File: src/rtl/tsdma_pkg.sv
`timescale 1ns / 1ps
`default_nettype none
// ----------------------------------------------------------------------------
// tsdma_pkg
// Shared types, constants and the scratchpad decode for the temperature
// decode / moving average block.
// ----------------------------------------------------------------------------
package tsdma_pkg;

  localparam int SAMPLE_W = 16;
  localparam int MEAN_W   = 20;
  localparam int WLEN_W   = 5;
  localparam logic [WLEN_W-1:0] WLEN_RESET = 5'd4;

  // Resolution select, bits 6..5 of the configuration byte
  localparam logic [1:0] RES_9BIT  = 2'b00;
  localparam logic [1:0] RES_10BIT = 2'b01;
  localparam logic [1:0] RES_11BIT = 2'b10;
  localparam logic [1:0] RES_12BIT = 2'b11;

  // Per-cycle control fanned out to every cell of the sample chain
  typedef struct packed {
    logic shift;  // cell takes new data this cycle
    logic fill;   // take the broadcast sample instead of the neighbor
  } tsdma_cell_ctrl_t;

  // Raw two-byte reading with the undefined low bits cleared
  function automatic logic signed [SAMPLE_W-1:0] decode_sample(
    input logic [7:0] lo,
    input logic [7:0] hi,
    input logic [7:0] res
  );
    logic [SAMPLE_W-1:0] raw;
    raw = {hi, lo};
    case (res[6:5])
      RES_9BIT:  raw[2:0] = 3'b000;
      RES_10BIT: raw[1:0] = 2'b00;
      RES_11BIT: raw[0]   = 1'b0;
      RES_12BIT: raw      = raw;
      default:   raw      = raw;
    endcase
    return $signed(raw);
  endfunction

endpackage
`default_nettype wire

File: src/rtl/tsdma_cell.sv
`timescale 1ns / 1ps
`default_nettype none
// ----------------------------------------------------------------------------
// tsdma_cell
// One stage of the sample chain: holds one reading, passes it on.
// ----------------------------------------------------------------------------
module tsdma_cell
  import tsdma_pkg::*;
(
  input  wire logic                       clk,
  input  wire tsdma_cell_ctrl_t           ctrl,
  input  wire logic signed [SAMPLE_W-1:0] prev_data,
  input  wire logic signed [SAMPLE_W-1:0] fill_data,
  output logic signed [SAMPLE_W-1:0]      data
);

  logic signed [SAMPLE_W-1:0] data_r;
  logic signed [SAMPLE_W-1:0] data_nxt;

  always_comb begin
    data_nxt = data_r;
    if (ctrl.shift) begin
      data_nxt = ctrl.fill ? fill_data : prev_data;
    end
  end

  always_ff @(posedge clk) begin
    data_r <= data_nxt;
  end

  assign data = data_r;

endmodule
`default_nettype wire

File: src/rtl/tsdma_div.sv
`timescale 1ns / 1ps
`default_nettype none
// ----------------------------------------------------------------------------
// tsdma_div
// Unsigned restoring divider, one quotient bit per cycle.
// ----------------------------------------------------------------------------
module tsdma_div #(
  parameter int NUM_W = 25,
  parameter int DEN_W = 5
) (
  input  wire logic             clk,
  input  wire logic             rst_n,
  input  wire logic             start,
  input  wire logic [NUM_W-1:0] num,
  input  wire logic [DEN_W-1:0] den,
  output logic                  q_valid,
  output logic [NUM_W-1:0]      quot
);

  localparam int CNT_W = (NUM_W > 1) ? $clog2(NUM_W) : 1;

  logic [NUM_W-1:0] quo_r, quo_nxt;
  logic [DEN_W-1:0] rem_r, rem_nxt;
  logic [DEN_W-1:0] den_r, den_nxt;
  logic [CNT_W-1:0] cnt_r, cnt_nxt;
  logic             busy_r, busy_nxt;
  logic             valid_r, valid_nxt;
  logic [DEN_W:0]   trial;
  logic [DEN_W:0]   diff;
  logic             qbit;

  always_comb begin
    trial = {rem_r, quo_r[NUM_W-1]};
    diff  = trial - {1'b0, den_r};
    qbit  = (trial >= {1'b0, den_r});

    quo_nxt   = quo_r;
    rem_nxt   = rem_r;
    den_nxt   = den_r;
    cnt_nxt   = cnt_r;
    busy_nxt  = busy_r;
    valid_nxt = valid_r;

    if (start) begin
      quo_nxt   = num;
      rem_nxt   = '0;
      den_nxt   = den;
      cnt_nxt   = CNT_W'(NUM_W - 1);
      busy_nxt  = 1'b1;
      valid_nxt = 1'b0;
    end else if (busy_r) begin
      quo_nxt = {quo_r[NUM_W-2:0], qbit};
      rem_nxt = qbit ? diff[DEN_W-1:0] : trial[DEN_W-1:0];
      if (cnt_r == '0) begin
        busy_nxt  = 1'b0;
        valid_nxt = 1'b1;
      end else begin
        cnt_nxt = cnt_r - 1'b1;
      end
    end
  end

  always_ff @(posedge clk) begin
    if (!rst_n) begin
      busy_r  <= 1'b0;
      valid_r <= 1'b0;
    end else begin
      busy_r  <= busy_nxt;
      valid_r <= valid_nxt;
    end
    quo_r <= quo_nxt;
    rem_r <= rem_nxt;
    den_r <= den_nxt;
    cnt_r <= cnt_nxt;
  end

  assign q_valid = valid_r;
  assign quot    = quo_r;

endmodule
`default_nettype wire

File: src/rtl/temp_sensor_decode_moving_average.sv
`timescale 1ns / 1ps
`default_nettype none
// ----------------------------------------------------------------------------
// temp_sensor_decode_moving_average
// Decodes thermometer scratchpad bytes to a 1/16 degree reading and reports
// it with the mean of the most recent window_length readings (1/256 degree).
// ----------------------------------------------------------------------------
//  channel  dir  handshake              payload
//  in_      in   in_tvalid/in_tready    low byte, high byte, resolution byte
//  out_     out  out_tvalid/out_tready  sample_sixteenths, mean_256ths
//  cfg_     in   APB, pready tied high  reg 0 @ 0x0: window_length
//
// One transaction at a time. The new reading shifts in at the accepting edge.
// After it the sample chain rotates a full turn (the sum pass), the divider
// is started, the bit-serial divider produces the quotient and the result
// register is loaded; only then is the next transaction accepted.
// Reset (sync, active low) clears control, window_length to 4, not primed.
// A result waiting on out_tready holds the divider result; input is taken
// again as soon as the result moves into the output register.
// ----------------------------------------------------------------------------
module temp_sensor_decode_moving_average
  import tsdma_pkg::*;
#(
  parameter int MAX_WINDOW = 16
) (
  input  wire logic        clk,
  input  wire logic        rst_n,
  // input stream
  input  wire logic        in_tvalid,
  output logic             in_tready,
  input  wire logic [23:0] in_tdata,     // [7:0] temp_low_byte, [15:8] temp_high_byte,
                                         // [23:16] resolution_byte
  // result stream
  output logic             out_tvalid,
  input  wire logic        out_tready,
  output logic [39:0]      out_tdata,    // [15:0] sample_sixteenths, [35:16] mean_256ths,
                                         // [39:36] zero
  // configuration
  input  wire logic        cfg_psel,
  input  wire logic        cfg_penable,
  input  wire logic        cfg_pwrite,
  input  wire logic [2:0]  cfg_paddr,
  input  wire logic [31:0] cfg_pwdata,
  output logic [31:0]      cfg_prdata,
  output logic             cfg_pready
);

  // Window length cannot exceed what the 5-bit register can express
  localparam int LEN_MAX = (MAX_WINDOW < 31) ? MAX_WINDOW : 31;
  localparam int LEN_W   = $clog2(LEN_MAX + 1);
  localparam int SUM_W   = SAMPLE_W + LEN_W;
  localparam int NUM_W   = SUM_W + 4;             // numerator is 16 * sum
  localparam int CNT_W   = $clog2(MAX_WINDOW + 1);
  localparam int CMP_W   = (CNT_W > LEN_W) ? CNT_W : LEN_W;

  typedef enum logic [1:0] {
    S_IDLE,
    S_ROT,
    S_START,
    S_DIV
  } state_t;

  state_t                     state_r;
  logic [WLEN_W-1:0]          wlen_r;
  logic                       primed_r;
  logic [CNT_W-1:0]           rot_cnt_r;
  logic signed [SUM_W-1:0]    sum_r;
  logic signed [SAMPLE_W-1:0] sample_r;
  logic                       neg_r;
  logic                       out_valid_r;
  logic signed [SAMPLE_W-1:0] out_sample_r;
  logic [MEAN_W-1:0]          out_mean_r;

  logic                       in_accept;
  logic                       cfg_write;
  logic signed [SAMPLE_W-1:0] sample_dec;
  logic [LEN_W-1:0]           len_eff;
  logic                       rot_last;
  logic                       rot_take;
  logic [SUM_W-1:0]           sum_abs;
  logic                       div_start;
  logic                       div_valid;
  logic [NUM_W-1:0]           div_quot;
  logic [NUM_W-1:0]           mean_full;
  logic                       out_free;
  logic                       out_load;

  tsdma_cell_ctrl_t           cell_ctrl;
  logic signed [SAMPLE_W-1:0] head_in;
  logic signed [SAMPLE_W-1:0] cell_q [MAX_WINDOW];

  // ---------------- configuration ----------------
  assign cfg_pready = 1'b1;
  assign cfg_write  = cfg_psel && cfg_penable && cfg_pwrite && cfg_pready;
  assign cfg_prdata = (cfg_paddr[2] == 1'b0) ? {{(32-WLEN_W){1'b0}}, wlen_r} : '0;

  always_ff @(posedge clk) begin
    if (!rst_n) begin
      wlen_r <= WLEN_RESET;
    end else if (cfg_write && cfg_paddr[2] == 1'b0) begin
      wlen_r <= cfg_pwdata[WLEN_W-1:0];
    end
  end

  // zero counts as one, anything past the chain saturates
  always_comb begin
    if (wlen_r == '0) begin
      len_eff = LEN_W'(1);
    end else if (wlen_r > WLEN_W'(LEN_MAX)) begin
      len_eff = LEN_W'(LEN_MAX);
    end else begin
      len_eff = LEN_W'(wlen_r);
    end
  end

  // ---------------- sample chain ----------------
  // Cell 0 holds the newest reading, cell k the k-th older one. On accept the
  // chain shifts the new reading in (or every cell takes it on the very first
  // transaction). During the sum pass the chain rotates a full turn, so the
  // last cell presents each reading once, oldest first, and the chain ends
  // where it started. The newest len_eff readings come in the final counts.
  assign in_accept  = in_tvalid && in_tready;
  assign sample_dec = decode_sample(in_tdata[7:0], in_tdata[15:8], in_tdata[23:16]);

  assign cell_ctrl.shift = in_accept || (state_r == S_ROT);
  assign cell_ctrl.fill  = in_accept && !primed_r;
  assign head_in = (state_r == S_ROT) ? cell_q[MAX_WINDOW-1] : sample_dec;

  for (genvar k = 0; k < MAX_WINDOW; k++) begin : g_chain
    if (k == 0) begin : g_head
      tsdma_cell u_cell (
        .clk       (clk),
        .ctrl      (cell_ctrl),
        .prev_data (head_in),
        .fill_data (sample_dec),
        .data      (cell_q[k])
      );
    end else begin : g_body
      tsdma_cell u_cell (
        .clk       (clk),
        .ctrl      (cell_ctrl),
        .prev_data (cell_q[k-1]),
        .fill_data (sample_dec),
        .data      (cell_q[k])
      );
    end
  end

  assign rot_last = (rot_cnt_r == CNT_W'(MAX_WINDOW - 1));
  assign rot_take = (CMP_W'(rot_cnt_r) >= (CMP_W'(MAX_WINDOW) - CMP_W'(len_eff)));

  // ---------------- mean: |16 * sum| / len, sign restored ----------------
  assign sum_abs   = sum_r[SUM_W-1] ? (~sum_r + 1'b1) : sum_r;
  assign div_start = (state_r == S_START);

  tsdma_div #(
    .NUM_W (NUM_W),
    .DEN_W (LEN_W)
  ) u_div (
    .clk     (clk),
    .rst_n   (rst_n),
    .start   (div_start),
    .num     ({sum_abs, 4'b0000}),
    .den     (len_eff),
    .q_valid (div_valid),
    .quot    (div_quot)
  );

  assign mean_full = neg_r ? (~div_quot + 1'b1) : div_quot;
  assign out_free  = !out_valid_r || out_tready;
  assign out_load  = (state_r == S_DIV) && div_valid && out_free;

  // ---------------- control ----------------
  assign in_tready = (state_r == S_IDLE);

  always_ff @(posedge clk) begin
    if (!rst_n) begin
      state_r     <= S_IDLE;
      primed_r    <= 1'b0;
      out_valid_r <= 1'b0;
    end else begin
      if (out_load) begin
        out_valid_r <= 1'b1;
      end else if (out_tready) begin
        out_valid_r <= 1'b0;
      end
      case (state_r)
        S_IDLE: begin
          if (in_accept) begin
            primed_r  <= 1'b1;
            sample_r  <= sample_dec;
            rot_cnt_r <= '0;
            sum_r     <= '0;
            state_r   <= S_ROT;
          end
        end
        S_ROT: begin
          if (rot_take) begin
            sum_r <= sum_r + SUM_W'(cell_q[MAX_WINDOW-1]);
          end
          rot_cnt_r <= rot_cnt_r + 1'b1;
          if (rot_last) begin
            state_r <= S_START;
          end
        end
        S_START: begin
          neg_r   <= sum_r[SUM_W-1];
          state_r <= S_DIV;
        end
        S_DIV: begin
          if (out_load) begin
            out_sample_r <= sample_r;
            out_mean_r   <= mean_full[MEAN_W-1:0];
            state_r      <= S_IDLE;
          end
        end
        default: begin
          state_r <= S_IDLE;
        end
      endcase
    end
  end

  assign out_tvalid = out_valid_r;
  assign out_tdata  = {4'b0000, out_mean_r, out_sample_r};

  // ---------------- assertions ----------------
  a_accept_starts_pass: assert property (@(posedge clk) disable iff (!rst_n)
    in_accept |=> (state_r == S_ROT) && (rot_cnt_r == '0) && primed_r)
    else $error("accepted transaction did not start the sum pass");

  a_pass_full_turn: assert property (@(posedge clk) disable iff (!rst_n)
    (state_r == S_ROT) && !rot_last |=> (state_r == S_ROT))
    else $error("sum pass left before a full chain rotation");

  a_div_restarts: assert property (@(posedge clk) disable iff (!rst_n)
    div_start |=> !div_valid && (state_r == S_DIV))
    else $error("divider result visible right after start");

  a_no_overwrite: assert property (@(posedge clk) disable iff (!rst_n)
    out_valid_r && !out_tready |=> out_valid_r && $stable(out_mean_r))
    else $error("pending result lost or overwritten");

endmodule
`default_nettype wire

File: config.mk
export PLATFORM = sky130hd
export DESIGN_NAME = temp_sensor_decode_moving_average
export DESIGN_NICKNAME = d
export VERILOG_FILES = /design/src/rtl/tsdma_pkg.sv /design/src/rtl/tsdma_cell.sv /design/src/rtl/tsdma_div.sv /design/src/rtl/temp_sensor_decode_moving_average.sv
export SDC_FILE = /design/constraint.sdc
export NUM_CORES = 1
export LEC_CHECK = 0
export BUFFER_PORTS_ARGS = -buffer_cell sky130_fd_sc_hd__buf_4
export CORE_UTILIZATION = 41
export CTS_CLUSTER_SIZE = 30
export DETAILED_ROUTE_END_ITERATION = 10
export MAX_ROUTING_LAYER = met4
export PLACE_DENSITY = 0.67
export SETUP_SLACK_MARGIN = 0.5
export SYNTH_ARGS = -nofsm -noshare
export SYNTH_HDL_FRONTEND = slang
export SYNTH_HIERARCHICAL = 1
export SYNTH_SLANG_ARGS = --single-unit
File: constraint.sdc
create_clock -name clk -period 8.3 [get_ports clk]
set_input_delay 0.415 -clock clk [delete_from_list [all_inputs] [get_ports clk]]
set_output_delay 0.415 -clock clk [all_outputs]
set_load 0.05 [all_outputs]
# [After elaboration in Yosys (flattened, before gate mapping)]
# Cells that the tools add are included.
[word_totals] wordCells=131 out_inout_bits=75 ff_bits=386
[op_classes] n_bitwise=5 mux=42 n_lt_le_gt_ge=3 n_eq_ne=11 reduce_logical=30 addsub=7
[op_table] op="16-bit 2-to-1 mux" count=17
[op_table] op="21-bit 2-to-1 mux" count=3
[op_table] op="25-bit 2-to-1 mux" count=2
[op_table] op="21-bit case mux with 2 select lines" count=1
[op_table] op="5-bit 2-to-1 mux" count=5
[op_table] op="21-bit by 1-bit adder with 21-bit output, second input constant" count=1
[op_table] op="21-bit by 16-bit adder with 21-bit output" count=1
[op_table] op="21-bit NOT" count=1
[op_table] op="20-bit by 1-bit adder with 20-bit output, second input constant" count=1
[op_table] op="20-bit 2-to-1 mux" count=1
[op_table] op="20-bit NOT" count=1
[op_table] op="3-bit AND reduction" count=4
[op_table] op="5-bit zero test" count=2
[op_table] op="5-bit case mux with 2 select lines" count=1
[op_table] op="2-bit equality test, second input constant" count=4
[op_table] op="2-bit case mux with 4 select lines" count=1
[op_table] op="2-bit AND reduction" count=4
[op_table] op="1-bit logical AND" count=7
[op_table] op="1-bit 2-to-1 mux" count=7
[op_table] op="6-bit by 5-bit >= comparator with 1-bit output" count=1
[op_table] op="2-bit 2-to-1 mux" count=3
[op_table] op="2-bit inequality test, second input constant" count=3
[op_table] op="2-bit nonzero test" count=3
[op_table] op="5-bit by 1-bit adder with 5-bit output, second input constant" count=1
[op_table] op="16 further kinds" count=23

# [Longest topological paths before layout]
# Gate-level depths: netlist of run 1.
[logic_depth] depth_word=7 depth_mapped=12 mapped_depth_nobuf=12

# [By module]
# Netlist of run 1, hierarchy kept.
[by_module_without_submodules] module="tsdma_cell" cells_per_inst=34 seq_area_each_um2=480.5 n_inst=16 area_each_um2=729.4
[by_module_without_submodules] module="temp_sensor_decode_moving_average" cells_per_inst=527 seq_area_each_um2=2552.4 n_inst=1 area_each_um2=5547.8
[by_module_without_submodules] module="tsdma_div" cells_per_inst=146 seq_area_each_um2=1141.1 n_inst=1 area_each_um2=1949.4

# [Least setup slack after synthesis of run 1]
# OpenSTA, ideal clock, no wires.
[synth_path] kind="flip-flop to flip-flop" startpoint="register state_r[1]" endpoint="register g_chain[0].g_head.u_cell.data_r[0] (enable)" setup_slack_ps=747 arrival_time_ps=5577 synth_period_minus_slack_ps=7553 path_stages_with_launch=7 setup_ps=1976 path_cell_list="dfxtp_1 inv_1 ha_1 inv_1 clkbuf_1 buf_1 nand2_1"
[synth_lines] item="start, declared" line="temp_sensor_decode_moving_average.sv:63" text="state_t state_r;"
[synth_lines] item="start signal, assigned" line="temp_sensor_decode_moving_average.sv:178" text="state_r <= S_IDLE;"
[synth_lines] item="start signal, assigned" line="temp_sensor_decode_moving_average.sv:194" text="state_r <= S_ROT;"
[synth_lines] item="start signal, assigned" line="temp_sensor_decode_moving_average.sv:203" text="state_r <= S_START;"
[synth_lines] item="end signal, assigned" line="tsdma_cell.sv:28" text="data_r <= data_nxt;"
[synth_lines] item="end, declared" line="tsdma_cell.sv:17" text="logic signed [SAMPLE_W-1:0] data_r;"

==> results.sh, run 1 <==
export IMPL_gp_congestion=0.859
export IMPL_grt_total_usage_pct=13.3
export IMPL_avgSynthCellArea_um2=15.8
export IMPL_coreArea_um2=45800
export IMPL_n_fill_cell=3872
export IMPL_yosysTopAreaCell="edfxtp_1"
export IMPL_maxSlewViolCount=0
export IMPL_grt_max_degree=194
export IMPL_max_slew_margin_pct=19.7
export IMPL_maxCapViolCount=0
export IMPL_ys_seq_area_share_pct=59.4
export IMPL_cts_buffers=42
export IMPL_crit_type="flip-flop to flip-flop"
export IMPL_yosysMostFrequentCell="edfxtp_1"
export IMPL_ys_flop_type="edfxtp_1"
export IMPL_synth_cells=1217
export IMPL_finClkSkew_ns=0.0156
export IMPL_power_density_nw_per_um2=408
export IMPL_worstMarginPinSlew_ns=1.20
export IMPL_cts_resized=0
export IMPL_grt_overflow=0
export IMPL_wl_per_cell_um=15.8
export IMPL_drtAntennaViolNets=0
export IMPL_ys_warn_count=6
export IMPL_rsz0062_at_grt="no"
export IMPL_yosysTopAreaCellShare_pct=57.2
export IMPL_htree_levels=2
export IMPL_dpl_instance_area_um2=19900
export IMPL_ys_ff_latch=386
export IMPL_setup_ws_ns=4.54
export IMPL_synthArstFlopShare_pct=0
export IMPL_fmax_mhz=266
export IMPL_yosys_top_cells_area="edfxtp_1 57%, mux2_4 13%, mux2_2 7.9%, ha_1 2.7%, dfxtp_1 2.2%"
export IMPL_hpwl_um=17800
export IMPL_max_vdd_ir_drop_mv=0.378
export IMPL_ctsHoldBuffers=0
export IMPL_worstSkewPairLatency_ns=0.54
export IMPL_drt_total_wl_um=30400
export IMPL_final_hold_viol_count=0
export IMPL_die_area_um2=47600
export IMPL_grt_pass1_wl_um=50200
export IMPL_root_buffer="clkbuf_16"
export IMPL_nNetsFinal=1397
export IMPL_clock_path_buffers=3
export IMPL_path_clk_slew_ns=0.05
export IMPL_die_w_um=218
export IMPL_io_buffers=73
export IMPL_start_util_pct=41.9
export IMPL_synth_cell_area_um2=19200
export IMPL_row_count=78
export IMPL_fin_area_um2=21200
export IMPL_finalCriticalPeriod_ns=3.76
export IMPL_fin_crit_sh_pct=45.3
export IMPL_first_global_vias=9335
export IMPL_worstPathArrival_ns=4.04
export IMPL_drt_iter0_drc=920
export IMPL_cts_sinks=386
export IMPL_status="finished clean"
export IMPL_netlist_top_cells_count="365 x edfxtp_1, 160 x mux2_4, 135 x mux2_2"
export IMPL_postCtsSetupRepairBufs=0
export IMPL_worstPathRequired_ns=8.58
export IMPL_finalPower_uw=8650
export IMPL_grt_busiest_layer="met1"
export IMPL_vias_per_cell=5.02
export IMPL_drc=0
export IMPL_grtUsageMet2_pct=18.7
export IMPL_synth_edff_count=365
export IMPL_leakage_uw=0.00790
export IMPL_use_met1_pct=19.1
export IMPL_syn_to_final_growth_pct=10.6
export IMPL_antenna_found_initial=1
export IMPL_cts_tree="yes"
export IMPL_fp_dieH_um=218
export IMPL_crit_path_end_kind="flip-flop"
export IMPL_layout_drive_gt1_share_pct=34.0
export IMPL_drt_first_pass_iters=5
export IMPL_hold_slack_ns=0.0973
export IMPL_synthDistinctLibCells=62
export IMPL_finalSetupViolations=0
export IMPL_pin_count=141
export IMPL_use_met3_pct=2.70
export IMPL_start_kind="flip-flop"
export IMPL_vias=9625
export IMPL_finalSetupTns_ns=0
export IMPL_crit_fanout=152
export IMPL_dp_slack_ns=4.55
export IMPL_hp_class="input pin to flip-flop"
==> critical path: stages (launching register included) <==
cell and delay [ns]:
dfxtp_1 0.34, inv_1 0.09, ha_1 0.31, nand2_1 0.22, nor2_4 0.60, buf_12 0.70, buf_4 0.69, mux2_4 0.36
==> cell families after synthesis <==
kind of cell	Yosys count	synth area share, %
AO/OA/AOI/OAI	118	4.03
XOR/XNOR	53	2.42
adder cells (fa/ha/maj)	43	2.89
buffers and inverters	116	4.88
flip-flops	386	59.4
multiplexers	308	21.1
other	2	0.0392
AND/OR/NAND/NOR	191	5.22
==> flip-flops by register name (all words and copies together), names as in the netlist <==
name / flops
u_div/q_valid: 1
rot_cnt_r: 5
primed_r: 1
u_div/quot: 25
g_chain.g_body.u_cell/data: 240
wlen_r: 5
u_div/busy_r: 1
u_div/cnt_r: 5
out_mean_r: 20
g_chain.g_head.u_cell/data: 16
sum_r: 21
out_tvalid: 1
u_div/rem_r: 5
neg_r: 1
out_sample_r: 16
state_r: 2
u_div/den_r: 5
sample_r: 16
==> cells in the final DEF, fill, tap and decap left out, types with 11 or more instances in the layout <==
| cell type | count |
|---|---|
| edfxtp_1 | 365 |
| mux2_4 | 160 |
| mux2_2 | 135 |
| buf_4 | 79 |
| clkbuf_16 | 45 |
| xnor2_1 | 44 |
| nand2_1 | 43 |
| nor2_1 | 41 |
| ha_1 | 41 |
| conb_1 | 36 |
| a21oi_1 | 30 |
| inv_1 | 28 |
| o21ai_0 | 24 |
| dfxtp_1 | 21 |
| nand2b_1 | 18 |
| nor2b_1 | 17 |
| nand3_1 | 15 |
| mux2i_1 | 13 |
| clkbuf_1 | 13 |
| o31ai_1 | 11 |
==> final timing paths <==
path,startpoint,end,slack (ns),depth (start not counted)
setup / recovery,state_r[0]$_SDFFE_PN0P_,g_chain[5].g_body.u_cell/data[12]$_DFFE_PP_,4.54,7
hold / removal,cfg_pwdata[2],wlen_r[2]$_SDFFE_PN1P_,0.1,3
setup reg to reg,state_r[0]$_SDFFE_PN0P_,g_chain[5].g_body.u_cell/data[12]$_DFFE_PP_,4.54,7
hold reg to reg,sample_r[0]$_DFFE_PP_,out_sample_r[0]$_DFFE_PP_,0.41,0
==> layer usage <==
metal | vias to the layer above | part of all wire [%]
met4 | 0 | 2.7
met2 | 182 | 44
met5 | - | 0
met1 | 4704 | 49
li1 | 4679 | -
met3 | 60 | 4.3
==> stage by stage <==
step / instances / utilization [%]
3_5_place_dp: 1844 / 43.4
4_1_cts: 1918 / 46.3
3_3_place_gp: 1844 / 43.4
5_1_grt: 1919 / 46.3
2_1_floorplan: 1251 / -
6_report: 1919 / 46.3
==> report_power, final <==
group	internal [uW]	total, uW	leakage, uW	switching (uW)
logic	1540	3000	0.00357	1460
registers	3480	3840	0.00369	365
clock network	1080	1810	0.000642	727
total	6100	8650	0.00790	2550
==> cell type report <==
type,count,area (um2),share of cell area [%]
Antenna cell,1,2.50,0.0118
Clock buffer,58,1170,5.54
Clock inverter,16,153,0.720
Inverter,28,105,0.496
Multi-Input combinational cell,749,7000,33.0
Sequential cell,386,11400,53.7
Tap cell,600,751,3.54
Timing Repair Buffer,81,633,2.99
(Power assumes the default switching activity.)
==> run 2, diff against run 1 <==
ABC_AREA = 1   (was unset)
PLACE_DENSITY = 0.69   (was 0.67)
clock period = 3.37 ns   (was 8.3 ns; I/O delays follow)
==> run 2 against run 1 <==
Net effect:
- first-iteration DRC count decreased by 4.2%
- synthesized cell count increased by 71%
- flip-flop and latch count unchanged
- critical path depth increased by 9
- critical endpoint is now sum_r[16]$_SDFFCE_PN0P_
==> results.sh, run 2 <==
export IMPL_status="finished clean"
export IMPL_finClkSkew_ns=0.0301
export IMPL_pin_count=141
export IMPL_yosys_area_share_simple_pct=26.6
export IMPL_worstSkewPairLatency_ns=0.59
export IMPL_rsz0062_at_grt="no"
export IMPL_crit_path_end_kind="flip-flop"
export IMPL_synth_fa_ha_area_share_pct=2.81
export IMPL_synthDistinctLibCells=50
export IMPL_die_w_um=221
export IMPL_hpwl_um=26100
export IMPL_syn_to_final_growth_pct=12.0
export IMPL_grt_total_usage_pct=17.0
export IMPL_yosysTopAreaCellShare_pct=55.6
export IMPL_worstPathRequired_ns=3.66
export IMPL_ys_seq_area_share_pct=57.8
export IMPL_synth_compound_area_share_pct=2.86
export IMPL_synth_top_family_by_area="simple AND/OR/NAND/NOR gates"
export IMPL_final_common_cell="nand2_1"
export IMPL_worstMarginPinSlew_ns=0.894
export IMPL_cts_buffers=43
export IMPL_grt_max_degree=68
export IMPL_fin_area_um2=22100
export IMPL_regToRegSetupSlack_ns=0.73
export IMPL_dpl_instance_area_um2=20400
export IMPL_reg2regPathDepth=16
export IMPL_path_clk_slew_ns=0.06
export IMPL_netlist_top_cells_count="993 x nand2_1, 365 x edfxtp_1, 123 x inv_1"
export IMPL_clock_path_buffers=3
export IMPL_diodes=0
export IMPL_vias_per_cell=4.81
export IMPL_finalSetupTns_ns=0
export IMPL_vias=13600
export IMPL_power_density_nw_per_um2=978
export IMPL_max_vdd_ir_drop_mv=0.895
export IMPL_fmax_mhz=379
export IMPL_drc=0
export IMPL_grt_overflow=0
export IMPL_yosys_top_cells_area="edfxtp_1 56%, nand2_1 19%, nand2_2 2.7%, ha_1 2.6%, inv_1 2.3%"
export IMPL_cts_sinks=386
export IMPL_max_slew_margin_pct=40.3
export IMPL_crit_type="flip-flop to flip-flop"
export IMPL_final_hold_viol_count=0
export IMPL_synth_xor_area_share_pct=1.69
export IMPL_drt_iter0_drc=881
export IMPL_drt_total_wl_um=40200
export IMPL_grt_pass1_wl_um=65900
export IMPL_io_buffers=73
export IMPL_cts_tree="yes"
export IMPL_start_util_pct=42.0
export IMPL_synth_cells=2078
export IMPL_ys_ff_latch=386
export IMPL_dp_slack_ns=0.586
export IMPL_timing_rr_start="wlen_r[0]$_SDFFE_PN0P_"
export IMPL_setup_ws_ns=0.734
export IMPL_leakage_uw=0.00973
export IMPL_drtAntennaViolNets=0
export IMPL_avgSynthCellArea_um2=9.48
export IMPL_wl_per_cell_um=14.3
export IMPL_maxSlewViolCount=0
export IMPL_regArea_um2=11400
export IMPL_r2r_end="sum_r[16]$_SDFFCE_PN0P_"
export IMPL_fp_dieH_um=221
export IMPL_n_fill_cell=4346
export IMPL_maxCapViolCount=0
export IMPL_muxShareOfSynthArea_pct=0
export IMPL_synth_cell_area_um2=19700
export IMPL_coreArea_um2=47000
export IMPL_nNetsFinal=2290
export IMPL_yosysTopAreaCell="edfxtp_1"
export IMPL_fin_crit_sh_pct=78.2
export IMPL_drt_first_pass_iters=5
export IMPL_crit_fanout=5
export IMPL_hold_end="g_chain[0].g_head.u_cell/data[1]$_DFFE_PP_"
export IMPL_start_kind="flip-flop"
export IMPL_antenna_found_initial=0
export IMPL_worstPathArrival_ns=2.93
export IMPL_yosysMostFrequentCell="nand2_1"
export IMPL_row_count=79
export IMPL_first_global_vias=13100
export IMPL_finalSetupViolations=0
export IMPL_htree_levels=2
export IMPL_layout_common_cells="990 x nand2_1, 365 x edfxtp_1, 122 x inv_1"
export IMPL_hp_start="in_tdata[1]"
export IMPL_layout_drive_gt1_share_pct=13.3
export IMPL_ys_warn_count=6
export IMPL_ys_flop_type="edfxtp_1"
export IMPL_finalPower_uw=21600
export IMPL_hp_class="input pin to flip-flop"
export IMPL_synthArstFlopShare_pct=0
export IMPL_largest_reg_flops=240
export IMPL_root_buffer="clkbuf_16"
export IMPL_gp_congestion=0.852
export IMPL_finalCriticalPeriod_ns=2.64
export IMPL_synth_edff_count=365
export IMPL_die_area_um2=48900
export IMPL_multiInputGateArea_um2=6900
export IMPL_whs_path_depth=5
## run 2: cell count changes in the layout (fill, tap and decap cells not counted), moves of 19 or more
cell / change
nand2_1: +947
mux2_4: -160
mux2_2: -135
nand2_2: +87
xor2_1: +19
inv_1: +94
dlygate4sd3_1: +26
xnor2_1: -34
nor2_1: +54
nand3_1: +33
## run 2: worst max-delay path, cell delays in order (launching register included)
cell and delay [ns]:
dfxtp_2 0.34, nor2_1 0.06, nand2_2 0.06, nor2_2 0.04, o21ai_2 0.16, ha_2 0.22
nand4_1 0.10, o21ai_1 0.10, inv_1 0.08, ha_4 0.27, nand2_1 0.07, inv_1 0.06
nand4_1 0.09, o2111ai_2 0.09, nand2_2 0.09, a21oi_4 0.31, clkbuf_16 0.21
## run 2: layout make-up
type                       instances  share of cell area [%]
sequential                       386                    51.6
multi-input combinational       1485                    31.3
clock buffer                      53                    5.05
timing repair buffer             123                    5.03
tap                              607                    3.44
inverter                         142                    2.78
clock inverter                    23                   0.867
## run 2: cells by family (layout without fill, tap and decap cells)
logic type / count (synthesis) / after routing
AO/OA/AOI/OAI: 100 / 100
XOR/XNOR: 38 / 38
adder cells (fa/ha/maj): 43 / 43
buffers and inverters: 241 / 341
flip-flops: 386 / 386
other: 2 / 36
AND/OR/NAND/NOR: 1268 / 1268
## run 2: how the worst max path moves through the flow
| stage | from | end | slack (ns) |
|---|---|---|---|
| finish | wlen_r[0]$_SDFFE_PN0P_ | sum_r[16]$_SDFFCE_PN0P_ | 0.73 |
| global route | wlen_r[0]$_SDFFE_PN0P_ | sum_r[16]$_SDFFCE_PN0P_ | 0.51 |
| CTS | wlen_r[2]$_SDFFE_PN1P_ | sum_r[15]$_SDFFCE_PN0P_ | 0.58 |
| detailed placement | wlen_r[2]$_SDFFE_PN1P_ | sum_r[7]$_SDFFCE_PN0P_ | 0.59 |
| global placement | wlen_r[0]$_SDFFE_PN0P_ | sum_r[3]$_SDFFCE_PN0P_ | 0.64 |
| floorplan | wlen_r[2]$_SDFFE_PN1P_ | sum_r[0]$_SDFFCE_PN0P_ | 0.59 |
## run 2: through the flow
stage                     hold WS (ns)  utilization, %  std cells
after floorplan                  0.267               -       2112
after global placement           0.401            43.5       2715
after detailed placement         0.405            43.5       2715
after CTS                       0.0961            46.8       2817
after global routing             0.131            47.0       2819
final                            0.122            47.0       2819
## run 2: timing repair
item                       in CTS  in global routing
setup endpoints to repair       0                 21
hold buffers                   26                  0
buffers inserted                0                  0
resized for setup               0                 15
hold endpoints to repair       25                  0
## run 2: metal layers
layer	share of wire (%)	track usage, %	up-vias
met1	44	20.8	6352
met3	4.2	2.39	74
met5	0	-	-
met2	49	28.5	294
li1	-	-	6843
met4	2.8	6.23	0
## run 2: report_power, final
group | switching (uW) | leakage (uW) | internal (uW)
clock network | 1940 | 0.000629 | 2500
logic | 5190 | 0.00541 | 2460
registers | 944 | 0.00370 | 8550
total | 8070 | 0.00973 | 13500
==> run 3, diff against run 2 <==
PLACE_DENSITY = 0.67   (was 0.69)
clock period = 2.6 ns   (was 3.37 ns; I/O delays follow)
==> run 3 against run 2 <==
Net effect:
- clock-buffer cell count is 4 higher
- maximum frequency is 2.9% higher
- design area up 2.5%
- largest power group unchanged
- critical path type unchanged
- largest cell class unchanged
==> results.sh, run 3 (synthesis gave the netlist of run 2 again) <==
export IMPL_status="finished clean"
export IMPL_grt_total_usage_pct=17.4
export IMPL_first_global_vias=13400
export IMPL_htree_levels=2
export IMPL_max_vdd_ir_drop_mv=1.41
export IMPL_antenna_found_initial=0
export IMPL_hp_start="in_tvalid"
export IMPL_clock_path_buffers=3
export IMPL_cts_buffers=43
export IMPL_layout_drive_gt1_share_pct=16.1
export IMPL_row_count=79
export IMPL_hpwl_um=26600
export IMPL_maxCapViolCount=0
export IMPL_root_buffer="clkbuf_16"
export IMPL_final_hold_viol_count=0
export IMPL_final_common_cell="nand2_1"
export IMPL_maxSlewViolCount=0
export IMPL_cp_buffers_inverters=3
export IMPL_crit_fanout=5
export IMPL_vias_per_cell=4.79
export IMPL_reg2regPathDepth=14
export IMPL_regToRegSetupSlack_ns=0.04
export IMPL_cts_tree="yes"
export IMPL_critPathMostFrequentCell="ha_4"
export IMPL_finalSetupTns_ns=0
export IMPL_worstPathRequired_ns=2.88
export IMPL_nNetsFinal=2329
export IMPL_whs_path_depth=3
export IMPL_drt_first_pass_iters=6
export IMPL_layout_common_cells="986 x nand2_1, 365 x edfxtp_1, 119 x inv_1, 119 x buf_4, 94 x nor2_1"
export IMPL_finalCriticalPeriod_ns=2.56
export IMPL_fmax_mhz=390
export IMPL_syn_to_final_growth_pct=14.9
export IMPL_dp_slack_ns=-0.0457
export IMPL_finalSetupViolations=0
export IMPL_worstMarginPinSlew_ns=0.816
export IMPL_slowest_delay_ns=0.33
export IMPL_rsz0062_at_grt="yes"
export IMPL_crit_path_end_kind="flip-flop"
export IMPL_worstSkewPairLatency_ns=0.58
export IMPL_grt_overflow=0
export IMPL_fin_crit_sh_pct=98.5
export IMPL_hp_class="input pin to flip-flop"
export IMPL_die_w_um=221
export IMPL_timing_rr_start="wlen_r[0]$_SDFFE_PN0P_"
export IMPL_drtAntennaViolNets=0
export IMPL_drc=0
export IMPL_finClkSkew_ns=0.0218
export IMPL_wl_per_cell_um=14.3
export IMPL_r2r_end="sum_r[4]$_SDFFCE_PN0P_"
export IMPL_diodes=0
export IMPL_path_clk_slew_ns=0.06
export IMPL_critPathTopFamily="compound AO/OA/AOI/OAI gates"
export IMPL_leakage_uw=0.00997
export IMPL_finalPower_uw=28700
export IMPL_setup_ws_ns=0.0380
export IMPL_die_area_um2=48900
export IMPL_cts_sinks=386
export IMPL_worstPathArrival_ns=2.85
export IMPL_gp_congestion=0.886
export IMPL_drt_total_wl_um=40900
export IMPL_io_buffers=73
export IMPL_crit_chain="nor2_4, nand2_2, nor2_2, o21ai_2, ha_4, buf_6, xor2_2, ha_4, a21oi_2, o2111ai_1, nand2_1, a21oi_4, buf_12, clkbuf_16"
export IMPL_max_slew_margin_pct=45.6
export IMPL_drt_iter0_drc=913
export IMPL_start_kind="flip-flop"
export IMPL_grt_max_degree=77
export IMPL_start_util_pct=42.0
export IMPL_coreArea_um2=47000
export IMPL_crit_type="flip-flop to flip-flop"
export IMPL_largest_reg_flops=240
export IMPL_crit_slowest_cell="dfxtp_2"
export IMPL_power_density_nw_per_um2=1270
export IMPL_pin_count=141
export IMPL_grt_pass1_wl_um=67800
export IMPL_hold_slack_ns=0.104
export IMPL_hold_end="rot_cnt_r[0]$_SDFFCE_PN0P_"
export IMPL_fp_dieH_um=221
export IMPL_vias=13700
-- run 3: changes by cell type in the layout (fill, tap and decap cells not counted), sizes merged --
cell / change
buf: +38
clkbuf: +5
clkinv: -5
inv: +1
-- run 3: what timing repair did --
item / CTS / global route
pin swaps: 2 / 6
setup buffers: 4 / 17
setup endpoints to repair: 57 / 137
resized for setup: 8 / 31
gates cloned: 0 / 3
hold buffers: 26 / 0
hold endpoints to repair: 61 / 0
-- run 3: layer usage --
layer	part of all wire, %	vias to the layer above	track usage, %	wire length [um]
li1	-	6929	-	-
met1	44	6394	21.7	18100
met2	49	282	28.9	20200
met3	3.6	71	2.40	1480
met4	2.6	0	6.11	1070
met5	0	-	-	0
-- run 3: through the flow --
step | instance area (um2) | std cells | utilization, %
after detailed placement | 20600 | 2732 | 43.9
after floorplan | 19900 | 2112 | -
final | 22600 | 2858 | 48.2
after CTS | 22300 | 2838 | 47.4
after global placement | 20600 | 2732 | 43.9
after global routing | 22600 | 2858 | 48.2
-- run 3: layout make-up --
class	count	area, um2
Clock buffer	57	1130
Clock inverter	19	183
Fill cell	4278	24300
Inverter	142	613
Multi-Input combinational cell	1485	7070
Sequential cell	386	11400
Tap cell	607	759
Timing Repair Buffer	162	1490
-- run 3: worst min-delay path, delay by kind of cell --
family	cells	cell delay, ns
buffers and inverters	2	0.18
AOI/OAI and AO/OA	1	0.17
-- run 3: worst max-delay path by stage --
stage | from | endpoint | cells after the start
3_3_place_gp | wlen_r[0]$_SDFFE_PN0P_ | sum_r[5]$_SDFFCE_PN0P_ | 16
5_1_grt | wlen_r[0]$_SDFFE_PN0P_ | sum_r[4]$_SDFFCE_PN0P_ | 17
6_report | wlen_r[0]$_SDFFE_PN0P_ | sum_r[4]$_SDFFCE_PN0P_ | 14
4_1_cts | wlen_r[0]$_SDFFE_PN0P_ | sum_r[4]$_SDFFCE_PN0P_ | 13
3_5_place_dp | wlen_r[0]$_SDFFE_PN0P_ | sum_r[5]$_SDFFCE_PN0P_ | 16
2_1_floorplan | wlen_r[2]$_SDFFE_PN1P_ | sum_r[0]$_SDFFCE_PN0P_ | 15
-- run 3: where the power goes --
| group | internal (uW) | switching [uW] |
|---|---|---|
| sequential | 11100 | 1190 |
| combinational | 3730 | 7000 |
| clock | 3270 | 2470 |
| total | 18100 | 10700 |
